==> config.mk <==
export PLATFORM = sky130hd
export DESIGN_NAME = termcap_string_escape_decoder
export DESIGN_NICKNAME = d
export VERILOG_FILES = /design/src/rtl/tsed_pkg.sv /design/src/rtl/tsed_front.sv /design/src/rtl/tsed_queue.sv /design/src/rtl/tsed_back.sv /design/src/rtl/termcap_string_escape_decoder.sv
export SDC_FILE = /design/constraint.sdc
export NUM_CORES = 1
export LEC_CHECK = 0
export BUFFER_PORTS_ARGS = -buffer_cell sky130_fd_sc_hd__buf_2
export CORE_MARGIN = 2
export CORE_UTILIZATION = 30
export DETAILED_ROUTE_END_ITERATION = 10
export GPL_TIMING_DRIVEN = 0
export HOLD_SLACK_MARGIN = 0.06
export PLACE_DENSITY = 0.56
export SYNTH_ARGS = -nofsm -noshare
export SYNTH_HDL_FRONTEND = slang
export SYNTH_SLANG_ARGS = --single-unit
==> constraint.sdc <==
create_clock -name i_clk -period 4.9 [get_ports i_clk]
set_clock_uncertainty 0.05 [all_clocks]
set_input_delay 0.49 -clock i_clk [delete_from_list [all_inputs] [get_ports i_clk]]
set_output_delay 0.49 -clock i_clk [all_outputs]
set_load 0.05 [all_outputs]
==> src/rtl/tsed_pkg.sv <==
package tsed_pkg;

    localparam int unsigned QUEUE_AW    = 2;
    localparam int unsigned QUEUE_DEPTH = 1 << QUEUE_AW;

    localparam logic [7:0] CHAR_NUL        = 8'h00;
    localparam logic [7:0] CHAR_COLON      = 8'h3A;
    localparam logic [7:0] CHAR_CARET      = 8'h5E;
    localparam logic [7:0] CHAR_BSLASH     = 8'h5C;
    localparam logic [7:0] PAD_BYTE        = 8'h80;
    localparam logic [7:0] CTRL_MASK       = 8'h1F;
    localparam logic [7:0] PAD_LIMIT_RESET = 8'd100;
    localparam logic [7:0] REPEAT_ONE      = 8'd1;

    typedef enum logic [2:0] {
        PH_ENDED  = 3'd0,
        PH_DIGITS = 3'd1,
        PH_BODY   = 3'd2,
        PH_CARET  = 3'd3,
        PH_ESC    = 3'd4,
        PH_OCT1   = 3'd5,
        PH_OCT2   = 3'd6
    } t_phase;

    // One queue entry: up to two plain bytes, an optional pad run and the end marker.
    typedef struct packed {
        logic       has_b0;
        logic [7:0] b0;
        logic       has_b1;
        logic [7:0] b1;
        logic [7:0] pad;
        logic       has_end;
    } t_cmd;

    typedef enum logic [1:0] {
        SLOT_B0  = 2'd0,
        SLOT_B1  = 2'd1,
        SLOT_PAD = 2'd2,
        SLOT_END = 2'd3
    } t_slot;

    function automatic logic is_digit(input logic [7:0] c);
        return (c >= 8'h30) && (c <= 8'h39);
    endfunction

    function automatic logic [7:0] escape_map(input logic [7:0] c);
        logic [7:0] r;
        case (c)
            8'h45:   r = 8'h1B;
            8'h6E:   r = 8'h0A;
            8'h72:   r = 8'h0D;
            8'h74:   r = 8'h09;
            8'h62:   r = 8'h08;
            8'h66:   r = 8'h0C;
            default: r = c;
        endcase
        return r;
    endfunction

endpackage

==> src/rtl/tsed_front.sv <==
module tsed_front (
    input  logic              i_clk,
    input  logic              i_rst_n,
    input  logic              i_valid,
    output logic              o_ready,
    input  logic [7:0]        i_char,
    input  logic              i_start,
    input  logic [7:0]        i_pad_limit,
    input  logic              i_q_full,
    output logic              o_push,
    output tsed_pkg::t_cmd    o_cmd
);

    tsed_pkg::t_phase r_phase, n_phase;
    logic [7:0]       r_delay, n_delay;
    logic [7:0]       r_oct, n_oct;

    tsed_pkg::t_phase ph;
    logic [7:0]       delay_eff;
    logic [7:0]       oct_eff;
    logic [7:0]       delay_clamp;
    logic [11:0]      delay_mul;
    logic [7:0]       delay_dig;
    logic [7:0]       oct_next;
    logic [7:0]       dval;
    logic             dig;
    logic             body_end;
    logic             accept;

    assign o_ready  = !i_q_full;
    assign accept   = i_valid && o_ready;
    assign ph       = i_start ? tsed_pkg::PH_DIGITS : r_phase;
    assign delay_eff = i_start ? 8'd0 : r_delay;
    assign oct_eff  = i_start ? 8'd0 : r_oct;
    assign dig      = tsed_pkg::is_digit(i_char);
    assign dval     = {4'd0, i_char[3:0]};
    assign body_end = (i_char == tsed_pkg::CHAR_NUL) || (i_char == tsed_pkg::CHAR_COLON);
    assign delay_clamp = (delay_eff > i_pad_limit) ? i_pad_limit : delay_eff;
    assign delay_mul = {4'd0, delay_eff} * 12'd10 + {4'd0, dval};
    assign delay_dig = (delay_mul > {4'd0, i_pad_limit}) ? i_pad_limit : delay_mul[7:0];
    assign oct_next = {oct_eff[4:0], 3'b000} | dval;

    // Next state.
    always_comb begin
        logic body;
        logic fin;
        body    = 1'b0;
        fin     = 1'b0;
        n_phase = ph;
        n_delay = delay_eff;
        n_oct   = oct_eff;
        case (ph)
            tsed_pkg::PH_DIGITS: begin
                if (dig) n_delay = delay_dig;
                else     body = 1'b1;
            end
            tsed_pkg::PH_BODY: body = 1'b1;
            tsed_pkg::PH_CARET: begin
                if (i_char == tsed_pkg::CHAR_NUL) fin = 1'b1;
                else n_phase = tsed_pkg::PH_BODY;
            end
            tsed_pkg::PH_ESC: begin
                if (i_char == tsed_pkg::CHAR_NUL) begin
                    fin = 1'b1;
                end else if (dig) begin
                    n_oct   = dval;
                    n_phase = tsed_pkg::PH_OCT1;
                end else begin
                    n_phase = tsed_pkg::PH_BODY;
                end
            end
            tsed_pkg::PH_OCT1, tsed_pkg::PH_OCT2: begin
                if (dig && ph == tsed_pkg::PH_OCT1) begin
                    n_oct   = oct_next;
                    n_phase = tsed_pkg::PH_OCT2;
                end else if (dig) begin
                    n_oct   = 8'd0;
                    n_phase = tsed_pkg::PH_BODY;
                end else begin
                    n_oct = 8'd0;
                    body  = 1'b1;
                end
            end
            tsed_pkg::PH_ENDED: n_phase = tsed_pkg::PH_ENDED;
            default: n_phase = tsed_pkg::PH_ENDED;
        endcase
        if (body) begin
            if (body_end)                             fin = 1'b1;
            else if (i_char == tsed_pkg::CHAR_CARET)  n_phase = tsed_pkg::PH_CARET;
            else if (i_char == tsed_pkg::CHAR_BSLASH) n_phase = tsed_pkg::PH_ESC;
            else                                      n_phase = tsed_pkg::PH_BODY;
        end
        if (fin) begin
            n_phase = tsed_pkg::PH_ENDED;
            n_delay = 8'd0;
            n_oct   = 8'd0;
        end
    end

    // Results caused by this byte.
    always_comb begin
        logic body;
        logic fin;
        body  = 1'b0;
        fin   = 1'b0;
        o_cmd = '0;
        case (ph)
            tsed_pkg::PH_DIGITS: body = !dig;
            tsed_pkg::PH_BODY:   body = 1'b1;
            tsed_pkg::PH_CARET: begin
                if (i_char == tsed_pkg::CHAR_NUL) begin
                    fin = 1'b1;
                end else begin
                    o_cmd.has_b1 = 1'b1;
                    o_cmd.b1     = i_char & tsed_pkg::CTRL_MASK;
                end
            end
            tsed_pkg::PH_ESC: begin
                if (i_char == tsed_pkg::CHAR_NUL) begin
                    fin = 1'b1;
                end else if (!dig) begin
                    o_cmd.has_b1 = 1'b1;
                    o_cmd.b1     = tsed_pkg::escape_map(i_char);
                end
            end
            tsed_pkg::PH_OCT1, tsed_pkg::PH_OCT2: begin
                if (dig && ph == tsed_pkg::PH_OCT2) begin
                    o_cmd.has_b0 = 1'b1;
                    o_cmd.b0     = oct_next;
                end else if (!dig) begin
                    // A non-digit closes the escape and is then decoded as usual.
                    o_cmd.has_b0 = 1'b1;
                    o_cmd.b0     = oct_eff;
                    body         = 1'b1;
                end
            end
            tsed_pkg::PH_ENDED: o_cmd = '0;
            default:            o_cmd = '0;
        endcase
        if (body) begin
            if (body_end) begin
                fin = 1'b1;
            end else if (i_char != tsed_pkg::CHAR_CARET &&
                         i_char != tsed_pkg::CHAR_BSLASH) begin
                o_cmd.has_b1 = 1'b1;
                o_cmd.b1     = i_char;
            end
        end
        if (fin) begin
            o_cmd.has_end = 1'b1;
            o_cmd.pad     = delay_clamp;
        end
    end

    assign o_push = accept && (o_cmd.has_b0 || o_cmd.has_b1 || o_cmd.has_end);

    always_ff @(posedge i_clk) begin
        if (!i_rst_n) begin
            r_phase <= tsed_pkg::PH_ENDED;
            r_delay <= 8'd0;
            r_oct   <= 8'd0;
        end else if (accept) begin
            r_phase <= n_phase;
            r_delay <= n_delay;
            r_oct   <= n_oct;
        end
    end

endmodule

==> src/rtl/tsed_queue.sv <==
module tsed_queue (
    input  logic              i_clk,
    input  logic              i_rst_n,
    input  logic              i_push,
    input  tsed_pkg::t_cmd    i_cmd,
    output logic              o_full,
    output logic              o_valid,
    output tsed_pkg::t_cmd    o_cmd,
    input  logic              i_pop
);

    tsed_pkg::t_cmd                  r_mem [tsed_pkg::QUEUE_DEPTH];
    logic [tsed_pkg::QUEUE_AW-1:0]   r_wr_ptr;
    logic [tsed_pkg::QUEUE_AW-1:0]   r_rd_ptr;
    logic [tsed_pkg::QUEUE_AW:0]     r_count;

    assign o_full  = (r_count == (tsed_pkg::QUEUE_AW + 1)'(tsed_pkg::QUEUE_DEPTH));
    assign o_valid = (r_count != '0);
    assign o_cmd   = r_mem[r_rd_ptr];

    always_ff @(posedge i_clk) begin
        if (i_push) begin
            r_mem[r_wr_ptr] <= i_cmd;
        end
    end

    always_ff @(posedge i_clk) begin
        if (!i_rst_n) begin
            r_wr_ptr <= '0;
            r_rd_ptr <= '0;
            r_count  <= '0;
        end else begin
            if (i_push) r_wr_ptr <= r_wr_ptr + 1'b1;
            if (i_pop)  r_rd_ptr <= r_rd_ptr + 1'b1;
            if (i_push && !i_pop)      r_count <= r_count + 1'b1;
            else if (i_pop && !i_push) r_count <= r_count - 1'b1;
        end
    end

endmodule

==> src/rtl/tsed_back.sv <==
module tsed_back (
    input  logic              i_clk,
    input  logic              i_rst_n,
    input  logic              i_q_valid,
    input  tsed_pkg::t_cmd    i_cmd,
    output logic              o_pop,
    output logic              o_valid,
    input  logic              i_ready,
    output logic [7:0]        o_byte,
    output logic [7:0]        o_repeat,
    output logic              o_last
);

    logic [1:0]       r_step, n_step;
    logic             r_valid;
    logic [7:0]       r_byte, r_repeat;
    logic             r_last;
    logic [3:0]       present;
    tsed_pkg::t_slot  sel;
    logic             final_slot;
    logic             load;

    assign present = {i_cmd.has_end, (i_cmd.pad != 8'd0), i_cmd.has_b1, i_cmd.has_b0};
    assign load    = i_q_valid && (!r_valid || i_ready);

    // Pick the first pending result of the head entry at or after the current step.
    always_comb begin
        logic found;
        found      = 1'b0;
        sel        = tsed_pkg::SLOT_END;
        final_slot = 1'b1;
        for (int i = 0; i < 4; i++) begin
            if (present[i] && (2'(i) >= r_step)) begin
                if (!found) begin
                    sel   = tsed_pkg::t_slot'(2'(i));
                    found = 1'b1;
                end else begin
                    final_slot = 1'b0;
                end
            end
        end
        n_step = final_slot ? 2'd0 : (2'(sel) + 2'd1);
    end

    assign o_pop = load && final_slot;

    always_ff @(posedge i_clk) begin
        if (!i_rst_n) begin
            r_valid <= 1'b0;
            r_step  <= 2'd0;
        end else begin
            if (load) begin
                r_valid <= 1'b1;
                r_step  <= n_step;
            end else if (i_ready) begin
                r_valid <= 1'b0;
            end
        end
    end

    always_ff @(posedge i_clk) begin
        if (load) begin
            case (sel)
                tsed_pkg::SLOT_B0: begin
                    r_byte   <= i_cmd.b0;
                    r_repeat <= tsed_pkg::REPEAT_ONE;
                    r_last   <= 1'b0;
                end
                tsed_pkg::SLOT_B1: begin
                    r_byte   <= i_cmd.b1;
                    r_repeat <= tsed_pkg::REPEAT_ONE;
                    r_last   <= 1'b0;
                end
                tsed_pkg::SLOT_PAD: begin
                    r_byte   <= tsed_pkg::PAD_BYTE;
                    r_repeat <= i_cmd.pad;
                    r_last   <= 1'b0;
                end
                default: begin
                    r_byte   <= tsed_pkg::CHAR_NUL;
                    r_repeat <= tsed_pkg::REPEAT_ONE;
                    r_last   <= 1'b1;
                end
            endcase
        end
    end

    assign o_valid  = r_valid;
    assign o_byte   = r_byte;
    assign o_repeat = r_repeat;
    assign o_last   = r_last;

endmodule

==> src/rtl/termcap_string_escape_decoder.sv <==
// Decodes a termcap string capability value, one text byte per input request (tuser marks
// the first byte of a value), into output requests of {byte, repeat count}: plain and
// escaped bytes with a count of one, a single 0x80 pad run carrying the leading delay, and a
// terminating NUL marked with tlast. Each byte is decoded in the cycle it is accepted; its
// results go into a four-entry queue. Unless stalled, the input side takes one byte per
// cycle and the output side sends one result per cycle. Most bytes cause at most one
// result, so the sustained rate is one byte per clock; the end of a value causes up to three
// results, and back-to-back ends are paced by the single output register to one result per
// cycle. The pad limit may be written at any time the block is idle; it resets to 100.
module termcap_string_escape_decoder (
    input  logic        i_clk,
    input  logic        i_rst_n,
    input  logic        i_s_tvalid,
    output logic        o_s_tready,
    input  logic [7:0]  i_s_tdata,   // [7:0] char_in
    input  logic        i_s_tuser,   // [0] start_req
    output logic        o_m_tvalid,
    input  logic        i_m_tready,
    output logic [15:0] o_m_tdata,   // [7:0] byte_out, [15:8] repeat_res
    output logic        o_m_tlast,
    input  logic        i_cfg_valid,
    output logic        o_cfg_ready,
    input  logic [7:0]  i_cfg_data   // [7:0] pad_limit
);

    logic [7:0]     r_pad_limit;
    logic           q_full, q_valid, push, pop;
    tsed_pkg::t_cmd push_cmd, head_cmd;
    logic [7:0]     out_byte, out_repeat;

    assign o_cfg_ready = 1'b1;

    always_ff @(posedge i_clk) begin
        if (!i_rst_n) begin
            r_pad_limit <= tsed_pkg::PAD_LIMIT_RESET;
        end else if (i_cfg_valid) begin
            r_pad_limit <= i_cfg_data;
        end
    end

    tsed_front u_front (
        .i_clk       (i_clk),
        .i_rst_n     (i_rst_n),
        .i_valid     (i_s_tvalid),
        .o_ready     (o_s_tready),
        .i_char      (i_s_tdata),
        .i_start     (i_s_tuser),
        .i_pad_limit (r_pad_limit),
        .i_q_full    (q_full),
        .o_push      (push),
        .o_cmd       (push_cmd)
    );

    tsed_queue u_queue (
        .i_clk   (i_clk),
        .i_rst_n (i_rst_n),
        .i_push  (push),
        .i_cmd   (push_cmd),
        .o_full  (q_full),
        .o_valid (q_valid),
        .o_cmd   (head_cmd),
        .i_pop   (pop)
    );

    tsed_back u_back (
        .i_clk     (i_clk),
        .i_rst_n   (i_rst_n),
        .i_q_valid (q_valid),
        .i_cmd     (head_cmd),
        .o_pop     (pop),
        .o_valid   (o_m_tvalid),
        .i_ready   (i_m_tready),
        .o_byte    (out_byte),
        .o_repeat  (out_repeat),
        .o_last    (o_m_tlast)
    );

    assign o_m_tdata = {out_repeat, out_byte};

endmodule

==> results.txt <==
----------------------------------------------------
[Placement]
  Placer's final routability congestion estimate ... approximately 0.87
  Placed Area ... 8896 sq um
  Count of placed standard cells including taps ... 1062
  Count of buffers from port buffering ... 38
  Half-perimeter wire length of the detailed placement result ... around 14000 um

[Routing]
  Sum of met3 wire segment lengths after detailed routing ... 703 um
  Routed via count ... 5562
  Number of design rule violations left after detail routing ... 0
  Avg Vias per Cell ... around 5
  Number of nets with antenna violations after detailed routing ... 0
  Count of TritonRoute iterations in the first routing pass ... 5
  Highest routed metal layer ... met4
  Routed met1 length ... 8795 um
  Drt first-iter violations ... 353
  Post-detailed-route wirelength per cell ... 17.68 um
  Met2 routed WL ... 9502 um
  Total detailed-routing wirelength ... about 19000 um

[Hold path]
  Hold Path Class ... in2reg
  Source of the worst hold timing path ... i_cfg_data[5]
  Hold depth ... 3
  Hold Path Sink ... r_pad_limit[5]$_SDFFE_PN1P_

[Synthesis]
  Cells after synthesis ... roughly 680
  Post-synth EDFFs ... 125
  Most frequently used flop master after synthesis ... sky130_fd_sc_hd__edfxtp_1
  Share of synthesized flip-flops with an asynchronous set or reset ... 0%
  Avg Cell Area, Syn ... 12.10 sq um
  Cell Area, Synth ... 8255 sq um
  Number of storage elements in the synthesis netlist ... 164
  Syn_nets ... 735
  Count of synthesis-stage warnings from yosys ... 0
  Portion of the post-synthesis area used by sequential elements ... 54.93%
  Yosys cell types ... 68

[STA]
  Number of failing setup endpoints in the final timing report ... 0
  RSZ-0062 raised after global routing ... false
  Measured slew at the worst slew-check pin ... 0.8960 ns
  Final Hold Fails ... 0
  Post-route minimum period ... ~4.6 ns
  Timing-limited maximum frequency ... between 0.2 and 0.25 GHz
  Sum of negative setup slack ... 0 ns
  Final slew viol count ... 0
  Worst rel slew slack ... 40.27%
  Fraction of the cycle the final worst path needs ... 93.40%

[Die]
  Total Die Area ... 28860 sq um
  Starting Density ... 30.63%
  Width of the die ... around 170 um
  Cell Rows ... 60
  Std-Cell Core Area ... between 20000 and 30000 sq um
  I/O Pins ... 42
  Die outline height ... 169.9 um

[CTS]
  TritonCTS clock tree ... yes
  CTS clk-pin slew, worst paths ... 0.07 ns
  Number of buffers created by CTS ... 17
  Clock buffer depth ... 2
  Root Buffer Master ... sky130_fd_sc_hd__clkbuf_16
  Post-CTS Setup Inserts ... 0
  Clock Sinks ... 164
  Skew-Pair Late Insertion Delay ... approximately 0.42 ns
  Count of H-tree levels built during CTS ... 4

[Global routing]
  Total gr overflow ... 0
  Number of global-route vias before repair ... around 5500
  Antenna violations before repair ... 1
  Global-route wire length before repair ... 30990 um
  Pin count of the biggest net entering global routing ... 28
  Global Route Usage Sum ... 13.98%

[Final layout]
  Multi-input gate area ... 3487 sq um
  Area added between synthesis and finish ... 14.43%
  Post-Layout Cell Count ... about 1100
  Area of all placed cells without fillers ... roughly 9400 sq um
  Reg area ... 4534 sq um
  Commonest non-fill, non-tap cell in the layout ... sky130_fd_sc_hd__edfxtp_1
  Net count, final ... 793
  Final standard cell utilization of the core ... approximately a third
  Proportion of layout cells with a drive suffix above 1 ... 16.20%
  Most used cells in the layout excluding fill and tap cells ... sky130_fd_sc_hd__edfxtp_1 (125), sky130_fd_sc_hd__nand2_1 (48), sky130_fd_sc_hd__buf_2 (43), sky130_fd_sc_hd__nor2_1 (43), sky130_fd_sc_hd__dfxtp_1 (39)
  Filler cell count ... 2617

[Pwr]
  Largest voltage drop on the vdd net ... about 0.24 mV
  Power per cell area ... between 400 and 500 nW/um^2
  Leakage ... 3.343 nW

[Job]
  Reported max-cap violation count ... 0

[Worst setup path]
  Critical register-to-register path startpoint ... u_front.r_delay[3]$_SDFFE_PN0P_
  Number of cells on the worst reg-to-reg path ... 16
  Worst Path Class, Setup ... in2reg
  Maximum net fanout on the critical path ... 10
  Critical path data arrival time ... just under 5 ns
  Startpoint class of the critical path ... input pin
  Critical register-to-register path endpoint ... u_front.r_delay[3]$_SDFFE_PN0P_
  Type of element capturing the critical path ... flip-flop
  Worst endpoint required time ... 5.19 ns
  Reg-to-reg setup timing slack ... 0.68 ns

[Status]
  Status ... completed

----------------------------------------------------
==> logic make-up (layout without fill, tap and decap cells) <==
family          count (synthesis)  after routing  share of synthesized area (%)
other cells                     1              2                        0.04542
fa+ha+maj                      33             33                          5.138
simple gates                  220            220                          13.99
flops                         164            164                          54.93
compound gates                141            141                          11.31
mux                            43             43                          9.321
xor+xnor                       22             22                          2.334
buf+inv                        58            129                          2.940
==> cells in the mapped netlist, types with 9 or more instances <==
library cell	count	area share [%]
sky130_fd_sc_hd__nand2_1	48	2.2
sky130_fd_sc_hd__mux4_2	27	7.4
sky130_fd_sc_hd__nand4_1	9	0.68
sky130_fd_sc_hd__nor3_1	11	0.67
sky130_fd_sc_hd__o21ai_1	20	1.2
sky130_fd_sc_hd__a21oi_1	35	2.1
sky130_fd_sc_hd__nor2_1	43	2.0
sky130_fd_sc_hd__a22oi_1	9	0.82
sky130_fd_sc_hd__ha_1	29	4.4
sky130_fd_sc_hd__mux2i_1	15	1.8
sky130_fd_sc_hd__clkbuf_1	18	0.82
sky130_fd_sc_hd__xnor2_1	16	1.7
sky130_fd_sc_hd__o211ai_1	9	0.82
sky130_fd_sc_hd__inv_1	23	1.0
sky130_fd_sc_hd__dfxtp_1	39	9.5
sky130_fd_sc_hd__nor2b_1	28	2.1
sky130_fd_sc_hd__nand3_1	19	1.2
sky130_fd_sc_hd__edfxtp_1	125	45
sky130_fd_sc_hd__and2_1	32	2.4
==> stage by stage <==
step	setup slack (ns)	hold slack (ns)	power (mW)
2_1_floorplan	0.9489	0.3805	2.540
3_3_place_gp	-0.2506	0.3864	2.799
3_5_place_dp	-0.2937	0.4034	2.829
4_1_cts	0.1394	0.2221	4.069
5_1_grt	0.001890	0.2407	4.205
6_report	0.3232	0.2339	4.019
==> flip-flops by register name, indices dropped and copies added (netlist names), named ones only <==
signal,cells
u_queue.r_mem,108
u_back.r_step,2
u_back.o_byte,8
u_front.r_delay,8
u_back.o_valid,1
u_back.o_last,1
u_queue.r_rd_ptr,2
r_pad_limit,8
u_front.r_phase,3
u_back.o_repeat,8
u_front.r_oct,8
u_queue.r_count,3
u_queue.r_wr_ptr,2
==> timing repair <==
action,4_1_cts,5_1_grt
hold buffers,0,0
gates resized for setup,0,2
setup endpoints to repair,0,8
hold endpoints to repair,0,0
==> layout make-up <==
class                   instances  share of cell area [%]
inverters                      26                   1.033
well taps                     341                   4.517
plain buffers                  32                   1.550
flip-flops and latches        164                   48.00
diodes                          1                 0.02649
clock buffers                  18                   4.543
repair buffers                 39                   2.172
clock inverters                14                   1.245
multi-input cells             460                   36.91
==> worst max path at each step <==
stage / startpoint / endpoint / slack (ns) / cells after the start
6_report: i_s_tuser / u_front.r_delay[3]$_SDFFE_PN0P_ / 0.32 / 19
5_1_grt: i_s_tuser / u_front.r_delay[1]$_SDFFE_PN0P_ / 0.002 / 19
4_1_cts: i_s_tuser / u_front.r_delay[3]$_SDFFE_PN0P_ / 0.14 / 19
3_5_place_dp: i_s_tuser / u_front.r_delay[2]$_SDFFE_PN0P_ / -0.29 / 19
3_3_place_gp: i_s_tuser / u_front.r_delay[1]$_SDFFE_PN0P_ / -0.25 / 19
2_1_floorplan: i_s_tuser / u_front.r_delay[1]$_SDFFE_PN0P_ / 0.95 / 18
==> power breakdown <==
group	internal (mW)	total [mW]	switching, mW
Sequential	1.67	1.73	0.0524
Clock	0.661	1.23	0.573
Combinational	0.333	1.06	0.724
Total	2.67	4.02	1.35
==> worst max-delay path, cell delays in order <==
cell                       delay (ns)
sky130_fd_sc_hd__buf_2           0.14
sky130_fd_sc_hd__clkbuf_1        0.47
sky130_fd_sc_hd__clkbuf_2        0.36
sky130_fd_sc_hd__nor2b_1         0.17
sky130_fd_sc_hd__and2_1          0.19
sky130_fd_sc_hd__ha_1            0.21
sky130_fd_sc_hd__fa_1            0.43
sky130_fd_sc_hd__xor2_1          0.25
sky130_fd_sc_hd__nand3_1         0.13
sky130_fd_sc_hd__o21bai_1        0.18
sky130_fd_sc_hd__xnor2_1         0.22
sky130_fd_sc_hd__ha_1            0.30
sky130_fd_sc_hd__a21oi_1         0.15
sky130_fd_sc_hd__o21ai_1         0.08
sky130_fd_sc_hd__o22ai_1         0.20
sky130_fd_sc_hd__and3_1          0.18
sky130_fd_sc_hd__buf_1           0.35
sky130_fd_sc_hd__nand3_1         0.13
sky130_fd_sc_hd__a31oi_1         0.21
==> layer usage <==
layer  global-route usage, %  up-vias
li1                        -     2687
met1                   18.06     2729
met2                   23.74      127
met3                   2.465       19
met4                   4.757        0
met5                       0        -
No activity file was read; power rests on OpenSTA's default activity.
